### config.mk
export PLATFORM = sky130hd
export DESIGN_NAME = greedy_vertex_coloring_core
export DESIGN_NICKNAME = d
export VERILOG_FILES = /design/src/hw/rtl/gvc_pkg.sv /design/src/hw/rtl/greedy_vertex_coloring_core.sv /design/src/hw/rtl/gvc_ram.sv /design/src/hw/rtl/gvc_pick.sv
export SDC_FILE = /design/constraint.sdc
export NUM_CORES = 1
export LEC_CHECK = 0
export ABC_AREA = 1
export ABC_CLOCK_PERIOD_IN_PS = 12600
export BUFFER_PORTS_ARGS = -buffer_cell sky130_fd_sc_hd__buf_4
export CAP_MARGIN = 40
export CORE_MARGIN = 3
export CORE_UTILIZATION = 55
export DETAILED_ROUTE_END_ITERATION = 16
export PLACE_DENSITY = 0.75
export SLEW_MARGIN = 25
export SYNTH_ARGS = -nofsm -noshare
export SYNTH_HDL_FRONTEND = slang
export SYNTH_SLANG_ARGS = --single-unit
### constraint.sdc
create_clock -name clk -period 12.6 [get_ports clk]
set_input_delay 1.89 -clock clk [delete_from_list [all_inputs] [get_ports clk]]
set_output_delay 1.89 -clock clk [all_outputs]
set_load 0.01 [all_outputs]
### src/hw/rtl/gvc_pkg.sv
// ----------------------------------------------------------------------------
// gvc_pkg
// Shared types and constants of the greedy vertex coloring core.
// ----------------------------------------------------------------------------
package gvc_pkg;

    localparam int MAX_VERTICES = 64;
    localparam int VERTEX_W     = 6;
    localparam int NB_W         = 64;
    localparam int COLOR_W      = 7;
    localparam int COLOR_LIMIT  = 64;
    localparam int GROUP_W      = 8;
    localparam int GROUP_N      = COLOR_LIMIT / GROUP_W;
    localparam int GIDX_W       = $clog2(GROUP_W);
    localparam int GSEL_W       = $clog2(GROUP_N);

    typedef enum logic [1:0] {
        ST_IDLE,
        ST_SCAN,
        ST_PICK,
        ST_EMIT
    } gvc_state_t;

endpackage

### src/hw/rtl/greedy_vertex_coloring_core.sv
// ----------------------------------------------------------------------------
// Requests are taken only in idle, one at a time; the core then scans
// L = min(vertex, MAX_VERTICES) earlier vertices, picks and emits a color.
// In the scan the single color memory read port gives one color per cycle.
// The result register lets the next request enter while a result waits.
// Reset clears control and the result valid; color memory is not cleared.
// ----------------------------------------------------------------------------
// greedy_vertex_coloring_core
// First-fit vertex coloring over a color memory with a scan sequencer.
// ----------------------------------------------------------------------------
module greedy_vertex_coloring_core #(
    parameter int MAX_VERTICES = gvc_pkg::MAX_VERTICES
) (
    input  logic                          clk,
    input  logic                          rst_n,
    input  logic                          in_valid,
    output logic                          in_ready,
    input  logic [gvc_pkg::VERTEX_W-1:0]  vertex,
    input  logic [gvc_pkg::NB_W-1:0]      earlier_neighbours,
    output logic                          out_valid,
    input  logic                          out_ready,
    output logic [gvc_pkg::VERTEX_W-1:0]  vertex_out,
    output logic [gvc_pkg::COLOR_W-1:0]   color
);

    localparam int AW = $clog2(MAX_VERTICES);
    localparam int CW = $clog2(MAX_VERTICES + 1);
    localparam logic [gvc_pkg::COLOR_W-1:0] NV = gvc_pkg::COLOR_W'(MAX_VERTICES);

    gvc_pkg::gvc_state_t state_reg, state_next;

    logic [CW-1:0]                     cnt_reg, cnt_next;
    logic [CW-1:0]                     lim_reg, lim_next;
    logic                              in_range_reg, in_range_next;
    logic [gvc_pkg::VERTEX_W-1:0]      v_reg, v_next;
    logic [gvc_pkg::NB_W-1:0]          nb_reg, nb_next;
    logic                              rd_vld_reg, rd_vld_next;
    logic                              nb_bit_reg, nb_bit_next;
    logic [gvc_pkg::COLOR_LIMIT-1:0]   taken_reg, taken_next;
    logic                              out_valid_reg, out_valid_next;
    logic [gvc_pkg::VERTEX_W-1:0]      vertex_out_reg, vertex_out_next;
    logic [gvc_pkg::COLOR_W-1:0]       color_reg, color_next;

    logic                              rd_en;
    logic                              wr_en;
    logic                              pick_load;
    logic [gvc_pkg::COLOR_W-1:0]       rd_color;
    logic [gvc_pkg::COLOR_W-1:0]       pick_color;
    logic [gvc_pkg::COLOR_W-1:0]       v_ext;
    logic [gvc_pkg::COLOR_W-1:0]       col_m1;

    gvc_ram #(
        .WIDTH (gvc_pkg::COLOR_W),
        .DEPTH (MAX_VERTICES)
    ) u_color_ram (
        .clk   (clk),
        .we    (wr_en),
        .waddr (v_reg[AW-1:0]),
        .wdata (pick_color),
        .re    (rd_en),
        .raddr (cnt_reg[AW-1:0]),
        .rdata (rd_color)
    );

    gvc_pick u_pick (
        .clk   (clk),
        .load  (pick_load),
        .taken (taken_reg),
        .color (pick_color)
    );

    always_ff @(posedge clk or negedge rst_n)
    begin
        if (!rst_n)
        begin
            state_reg     <= gvc_pkg::ST_IDLE;
            rd_vld_reg    <= 1'b0;
            out_valid_reg <= 1'b0;
        end
        else
        begin
            state_reg     <= state_next;
            rd_vld_reg    <= rd_vld_next;
            out_valid_reg <= out_valid_next;
        end
    end

    always_ff @(posedge clk)
    begin
        cnt_reg        <= cnt_next;
        lim_reg        <= lim_next;
        in_range_reg   <= in_range_next;
        v_reg          <= v_next;
        nb_reg         <= nb_next;
        nb_bit_reg     <= nb_bit_next;
        taken_reg      <= taken_next;
        vertex_out_reg <= vertex_out_next;
        color_reg      <= color_next;
    end

    always_comb
    begin
        state_next      = state_reg;
        cnt_next        = cnt_reg;
        lim_next        = lim_reg;
        in_range_next   = in_range_reg;
        v_next          = v_reg;
        nb_next         = nb_reg;
        nb_bit_next     = nb_bit_reg;
        rd_vld_next     = 1'b0;
        taken_next      = taken_reg;
        out_valid_next  = out_valid_reg;
        vertex_out_next = vertex_out_reg;
        color_next      = color_reg;
        in_ready        = 1'b0;
        rd_en           = 1'b0;
        wr_en           = 1'b0;
        pick_load       = 1'b0;
        v_ext           = {1'b0, vertex};
        col_m1          = rd_color - gvc_pkg::COLOR_W'(1);

        if (out_valid_reg && out_ready)
        begin
            out_valid_next = 1'b0;
        end

        // neighbour color returning from memory
        if (rd_vld_reg && nb_bit_reg && rd_color != '0
            && rd_color <= gvc_pkg::COLOR_W'(gvc_pkg::COLOR_LIMIT))
        begin
            taken_next[col_m1[gvc_pkg::VERTEX_W-1:0]] = 1'b1;
        end

        case (state_reg)
            gvc_pkg::ST_IDLE:
            begin
                in_ready = 1'b1;
                if (in_valid)
                begin
                    v_next     = vertex;
                    nb_next    = earlier_neighbours;
                    cnt_next   = '0;
                    taken_next = '0;
                    if (v_ext < NV)
                    begin
                        in_range_next = 1'b1;
                        lim_next      = CW'(v_ext);
                    end
                    else
                    begin
                        in_range_next = 1'b0;
                        lim_next      = CW'(MAX_VERTICES);
                    end
                    state_next = gvc_pkg::ST_SCAN;
                end
            end
            gvc_pkg::ST_SCAN:
            begin
                if (cnt_reg != lim_reg)
                begin
                    rd_en       = 1'b1;
                    rd_vld_next = 1'b1;
                    nb_bit_next = nb_reg[0];
                    nb_next     = nb_reg >> 1;
                    cnt_next    = cnt_reg + CW'(1);
                end
                else
                begin
                    // last returning color lands in taken_reg at this edge
                    state_next = gvc_pkg::ST_PICK;
                end
            end
            gvc_pkg::ST_PICK:
            begin
                pick_load  = 1'b1;
                state_next = gvc_pkg::ST_EMIT;
            end
            gvc_pkg::ST_EMIT:
            begin
                if (!out_valid_reg || out_ready)
                begin
                    out_valid_next  = 1'b1;
                    vertex_out_next = v_reg;
                    color_next      = pick_color;
                    wr_en           = in_range_reg;
                    state_next      = gvc_pkg::ST_IDLE;
                end
            end
            default:
            begin
                state_next = gvc_pkg::ST_IDLE;
            end
        endcase
    end

    assign out_valid  = out_valid_reg;
    assign vertex_out = vertex_out_reg;
    assign color      = color_reg;

endmodule

### src/hw/rtl/gvc_ram.sv
// ----------------------------------------------------------------------------
// gvc_ram
// Generic single-write, single-read RAM with registered read data.
// ----------------------------------------------------------------------------
module gvc_ram #(
    parameter int WIDTH = gvc_pkg::COLOR_W,
    parameter int DEPTH = gvc_pkg::MAX_VERTICES
) (
    input  logic                     clk,
    input  logic                     we,
    input  logic [$clog2(DEPTH)-1:0] waddr,
    input  logic [WIDTH-1:0]         wdata,
    input  logic                     re,
    input  logic [$clog2(DEPTH)-1:0] raddr,
    output logic [WIDTH-1:0]         rdata
);

    logic [WIDTH-1:0] mem [DEPTH];
    logic [WIDTH-1:0] rdata_reg;

    always_ff @(posedge clk)
    begin
        if (we)
        begin
            mem[waddr] <= wdata;
        end
        if (re)
        begin
            rdata_reg <= mem[raddr];
        end
    end

    assign rdata = rdata_reg;

endmodule

### src/hw/rtl/gvc_pick.sv
// ----------------------------------------------------------------------------
// gvc_pick
// Two-step first-free search over the taken-color mask.
// ----------------------------------------------------------------------------
module gvc_pick (
    input  logic                                clk,
    input  logic                                load,
    input  logic [gvc_pkg::COLOR_LIMIT-1:0]     taken,
    output logic [gvc_pkg::COLOR_W-1:0]         color
);

    logic [gvc_pkg::GROUP_N-1:0] grp_free_reg;
    logic [gvc_pkg::GROUP_N-1:0] grp_free_next;
    logic [gvc_pkg::GIDX_W-1:0]  grp_idx_reg  [gvc_pkg::GROUP_N];
    logic [gvc_pkg::GIDX_W-1:0]  grp_idx_next [gvc_pkg::GROUP_N];

    // per group: any free color, and lowest free position
    always_comb
    begin
        for (int g = 0; g < gvc_pkg::GROUP_N; g++)
        begin
            grp_free_next[g] = 1'b0;
            grp_idx_next[g]  = '0;
            for (int b = gvc_pkg::GROUP_W - 1; b >= 0; b--)
            begin
                if (!taken[g * gvc_pkg::GROUP_W + b])
                begin
                    grp_free_next[g] = 1'b1;
                    grp_idx_next[g]  = gvc_pkg::GIDX_W'(b);
                end
            end
        end
    end

    always_ff @(posedge clk)
    begin
        if (load)
        begin
            grp_free_reg <= grp_free_next;
            grp_idx_reg  <= grp_idx_next;
        end
    end

    // lowest group with a free color; colors count from 1
    always_comb
    begin
        color = gvc_pkg::COLOR_W'(gvc_pkg::COLOR_LIMIT);
        for (int g = gvc_pkg::GROUP_N - 1; g >= 0; g--)
        begin
            if (grp_free_reg[g])
            begin
                color = gvc_pkg::COLOR_W'({gvc_pkg::GSEL_W'(g), grp_idx_reg[g]})
                        + gvc_pkg::COLOR_W'(1);
            end
        end
    end

endmodule

==> flow_summary.toml, run 1 <==
[logic_synthesis]
yosysTopAreaCell = "edfxtp_1"
synthMuxAreaShare_pct = 0
synthAdderAreaFrac_pct = 0.857
netlist-cell-type-count = 35
synth_seq_area_share_pct = 67.5
synthXorXnorAreaFrac_pct = 0.537
yosys.area.top_type_share_pct = 62.5
synth_compound_gate_area_share_pct = 3.45
synth_area_um2 = 27700
syn_inst = 2770
synth_top_family_by_area = "simple AND/OR/NAND/NOR gates"
syn-mean-instance-area_um2 = 10.0
ys_ff_latch = 646
synth_area_leaders = "edfxtp_1, nand2_1, nor2_1"
ys.flop_type = "edfxtp_1"
synthArstFlopShare_pct = 0.619
ys_warn_count = 0
synthSimpleGateAreaFrac_pct = 22.5
syn-num-nets = 2863
synth_edf_count = 578

[clocking]
ctsHoldBuffers = 0
clkSinkCount = 646
cts_resized = 0
cts_root_buffer = "clkbuf_16"
cts_made_buffers = 66
cts_setup_buffers = 0
clk_pin_slew_worst_paths_ns = 0.06
cts_htree_levels = 3
clockBufferDepth = 3
tritoncts = "yes"
clk_latency_ns = 0.60

[final_layout]
syn_to_final_growth_pct = 13.1
num-fill-cells = 3721
drive_above_1_share_pct = 8.68
diodes = 0
fin_area_um2 = 31400
largest_reg_flops = 448
layout_commonest_cell = "nand2_1"
layout_common_cells = "nand2_1, edfxtp_1, nor2_1, inv_1, nand3_1"
layout.nets = 2937

[sta]
finalHoldViolCount = 0
grt_setup_unrepaired = "no"
maxSlewViolCount = 0
max_clock_freq_mhz = 284
setup_tns_ns = 0
fin_skew_ns = 0.0160
tightest_slew_ns = 0.769
slew_headroom_pct = 48.7
fin_crit_ns = 3.52
setup_viol = 0
period_share_pct = 28.0

[floorplan]
pin_count = 89
core_area_um2 = 49400
die_area_um2 = 53200
row_count = 81
fp.dieH_um = 231
initial_core_util_pct = 56.2
die_width_um = 231

[setup_path]
rr_endpoint = "u_color_ram.rdata[6]$_DFFE_PP_"
critPathKind = "in -> reg"
worstSetupStartpointType = "input pin"
r2r-start = "cnt_reg[0]$_SDFFCE_PN0P_"
worstPathRequired_ns = 12.82
crit_path_start = "out_ready"
regToRegSetupSlack_ns = 9.34
cp_max_fo = 24
crit_path_end_kind = "flip-flop"
crit_path_end = "u_color_ram.mem[33][3]$_DFFE_PP_"
ff2ff_path_depth = 13
arrival_ns = 3.75

[status]
status = "complete, no violations"

[grt]
grt_pass1_wl_um = 104000
grt_overflow = 0
grt_usage_pct = 25.1
grt_max_degree = 129
first_global_vias = 19100
antenna_found_initial = 0

[detailed_routing]
ant_nets = 0
vias = 19700
detail_route.iter0.violations = 2397
drt_wl_total_um = 67400
drtPass1Iterations = 6
wl_per_cell_um = 19.0
via_per_inst = 5.55
drcViolationCount = 0

[pwr]
p_leak_uw = 0.0124
vdd_drop_max_v = 0.000212
power_density_nw_per_um2 = 222

[place]
dpl_cell_area_um2 = 29200
dp_hpwl_um = 42200
globalplace.congestion = 0.908
port_buffers = 88

[min_path]
hold_path.class = "reg -> reg"

[run]
drv_cap = 0
==> through the flow <==
stage	util (%)	power [uW]	hold slack [ns]	std cells	worst slack [ns]
floorplan	-	4340	0.400	2770	6.71
global placement	58.6	4890	0.404	3423	8.64
detailed placement	59.2	5040	0.444	3436	8.54
CTS	63.4	6900	0.456	3551	9.15
global route	63.6	7310	0.466	3555	9.02
finish	63.6	6960	0.458	3555	9.08
==> worst min path at each step <==
stage	start	depth (start not counted)	to	slack (ns)
after CTS	nb_reg[0]$_DFFE_PP_	0	nb_bit_reg$_DFFE_PP_	0.46
after floorplan	nb_reg[0]$_DFFE_PP_	0	nb_bit_reg$_DFFE_PP_	0.40
after detailed placement	nb_reg[0]$_DFFE_PP_	0	nb_bit_reg$_DFFE_PP_	0.44
after global placement	nb_reg[0]$_DFFE_PP_	0	nb_bit_reg$_DFFE_PP_	0.40
after global routing	nb_reg[0]$_DFFE_PP_	0	nb_bit_reg$_DFFE_PP_	0.47
final	nb_reg[0]$_DFFE_PP_	0	nb_bit_reg$_DFFE_PP_	0.46
==> final cells by class <==
| class | count | area [um^2] | share of cell area, % |
|---|---|---|---|
| Sequential cell | 646 | 18700 | 59.7 |
| Multi-Input combinational cell | 1767 | 7670 | 24.4 |
| Clock buffer | 85 | 1840 | 5.86 |
| Timing Repair Buffer | 121 | 1180 | 3.77 |
| Inverter | 242 | 915 | 2.91 |
| Tap cell | 664 | 831 | 2.65 |
| Clock inverter | 30 | 209 | 0.666 |
==> power breakdown <==
part | switching [uW] | internal [uW]
Sequential | 123 | 2740
Combinational | 1600 | 628
Clock | 778 | 1090
==> layer usage <==
metal | up-vias | track usage (%) | share of wire [%]
met5 | - | 0 | 0
met4 | 0 | 10.4 | 3.7
met3 | 181 | 4.85 | 9.1
met2 | 986 | 40.6 | 48
met1 | 9312 | 33.8 | 39
li1 | 9265 | - | -
==> cells in the mapped netlist, types with 11 or more instances <==
master,n
buf_2,40
a21oi_1,44
edfxtp_1,578
nor3_1,14
ha_1,19
nand3_1,195
nor2_1,534
inv_1,238
o21ai_0,117
dfxtp_1,64
or2_2,11
buf_1,16
nand4_1,14
nand2_1,768
clkbuf_1,54
==> kinds of logic after synthesis <==
family / after synthesis
AND/OR/NAND/NOR: 1555
flip-flops: 646
buffers and inverters: 357
AO/OA/AOI/OAI: 182
adder cells (fa/ha/maj): 19
XOR/XNOR: 11
==> critical path, cell delays in order <==
cell and delay [ns]:
buf_4 0.08, inv_1 0.05, a21oi_2 0.11, buf_4 0.35, nand4_1 0.58, nor2_1 0.67
(Power assumes the default switching activity.)
==> inputs of run 2 (changes only) <==
ABC_CLOCK_PERIOD_IN_PS = 3650   (was 12600)
clock period = 3.65 ns   (was 12.6 ns; I/O delays follow)
==> flow_summary.toml, run 2 (same netlist as run 1, synthesis figures left out) <==
[status]
status = "complete, no violations"

[place]
globalplace.congestion = 0.982
dp_hpwl_um = 42400
port_buffers = 88

[final_layout]
final_util_pct = 63.8
syn_to_final_growth_pct = 13.5
diodes = 0
layout_common_cells = "nand2_1, edfxtp_1, nor2_1, inv_1, nand3_1"
largest_reg_flops = 448
layout_commonest_cell = "nand2_1"
layout.nets = 2945
drive_above_1_share_pct = 9.10

[setup_path]
crit_path_end_kind = "flip-flop"
cp_top_family = "simple AND/OR/NAND/NOR gates"
critPathBufInv = 1
slowest_stage = "nor2_1"
arrival_ns = 3.03
cp_num_cells = 5
cp_max_fo = 13
ff2ff_path_depth = 5
worstPathRequired_ns = 3.87
slowest_delay_ns = 0.66
critPathKind = "reg -> reg"
worstPathCellList = "ha_1 > inv_1 > a21oi_2 > nand4_1 > nor2_1"
worstSetupStartpointType = "flip-flop"

[detailed_routing]
wl_per_cell_um = 18.8
detail_route.iter0.violations = 2479
drt_wl_total_um = 67000
drtPass1Iterations = 6
ant_nets = 0
vias = 19600
via_per_inst = 5.49
drcViolationCount = 0

[clocking]
cts_made_buffers = 66
clockBufferDepth = 3
cts_htree_levels = 3
cts_root_buffer = "clkbuf_16"
clk_latency_ns = 0.60
tritoncts = "yes"
cts_resized = 0
clk_pin_slew_worst_paths_ns = 0.06
clkSinkCount = 646

[sta]
tightest_slew_ns = 0.868
holdWs_ns = 0.135
finalHoldViolCount = 0
slew_headroom_pct = 42.1
fin_skew_ns = 0.0212
fin_crit_ns = 2.82
grt_setup_unrepaired = "no"
setup_tns_ns = 0
max_clock_freq_mhz = 355
setup_viol = 0
maxSlewViolCount = 0
period_share_pct = 77.2

[run]
drv_cap = 0

[min_path]
min_delay_path_depth = 1
hold_path.class = "in -> reg"

[grt]
grt_pass1_wl_um = 104000
grt_max_degree = 161
antenna_found_initial = 1
first_global_vias = 19400
grt_overflow = 0
grt_usage_pct = 25.1

[floorplan]
die_width_um = 231
initial_core_util_pct = 56.2
core_area_um2 = 49400
fp.dieH_um = 231
die_area_um2 = 53200
row_count = 81
pin_count = 89

[pwr]
vdd_drop_max_v = 0.000595
finalPower_uw = 24300
power_density_nw_per_um2 = 770
p_leak_uw = 0.0125
run 2: changes by cell type in the layout (fill, tap and decap cells not counted), sizes merged:
cell | previous run | this run
bufinv | 3 | 6
dlygate4sd3 | 0 | 1
clkbuf | 85 | 87
clkinvlp | 1 | 0
inv | 242 | 243
clkinv | 26 | 23
buf | 121 | 128
run 2: metrics by stage:
| step | cells | setup WS (ns) | cell area (um^2) |
|---|---|---|---|
| after floorplan | 2770 | 0.266 | 27800 |
| after global placement | 3440 | 0.820 | 29100 |
| after detailed placement | 3443 | 0.766 | 29200 |
| after CTS | 3561 | 0.894 | 31400 |
| after global routing | 3565 | 0.664 | 31500 |
| final | 3565 | 0.833 | 31500 |
run 2: power by group:
part	switching [uW]	internal [uW]	total, uW
Clock	2710	4020	6730
Combinational	5470	2150	7610
Sequential	451	9460	9910
run 2: routing by layer:
| metal | track usage [%] | wire, um |
|---|---|---|
| met4 | 9.57 | 1880 |
| met5 | 0 | 0 |
| met3 | 4.38 | 5940 |
| met2 | 40.9 | 32100 |
| met1 | 34.1 | 27100 |
run 2: timing repair:
action | CTS | global route
endpoints found under the hold margin | 4 | 0
buffers inserted | 0 | 0
hold buffers | 1 | 0
run 2: worst paths after layout:
kind / to / slack, ns / startpoint
max reg2reg: u_color_ram.mem[34][5]$_DFFE_PP_ / 0.83 / state_reg[1]$_DFFE_PN0P_
min in group asynchronous: state_reg[1]$_DFFE_PN0P_ / 0.29 / rst_n
max: u_color_ram.mem[34][5]$_DFFE_PP_ / 0.83 / state_reg[1]$_DFFE_PN0P_
min: lim_reg[0]$_DFFE_PP_ / 0.13 / vertex[0]
max in group asynchronous: out_valid$_DFF_PN0_ / 3.25 / rst_n
min reg2reg: nb_bit_reg$_DFFE_PP_ / 0.46 / nb_reg[0]$_DFFE_PP_
run 2: cell type report:
type | instances | area, um^2
Clock buffer | 87 | 1870
Clock inverter | 30 | 292
Fill cell | 3763 | 17900
Inverter | 242 | 912
Multi-Input combinational cell | 1767 | 7670
Sequential cell | 646 | 18700
Tap cell | 664 | 831
Timing Repair Buffer | 129 | 1180
run 2: worst register-to-register path: cells and delay by family (launching register included):
family	cells	cell delay, ns
and+or+nand+nor	2	1.31
AOI/OAI and AO/OA	1	0.50
DFF	1	0.40
adders and majority gates	1	0.17
buffers and inverters	1	0.07
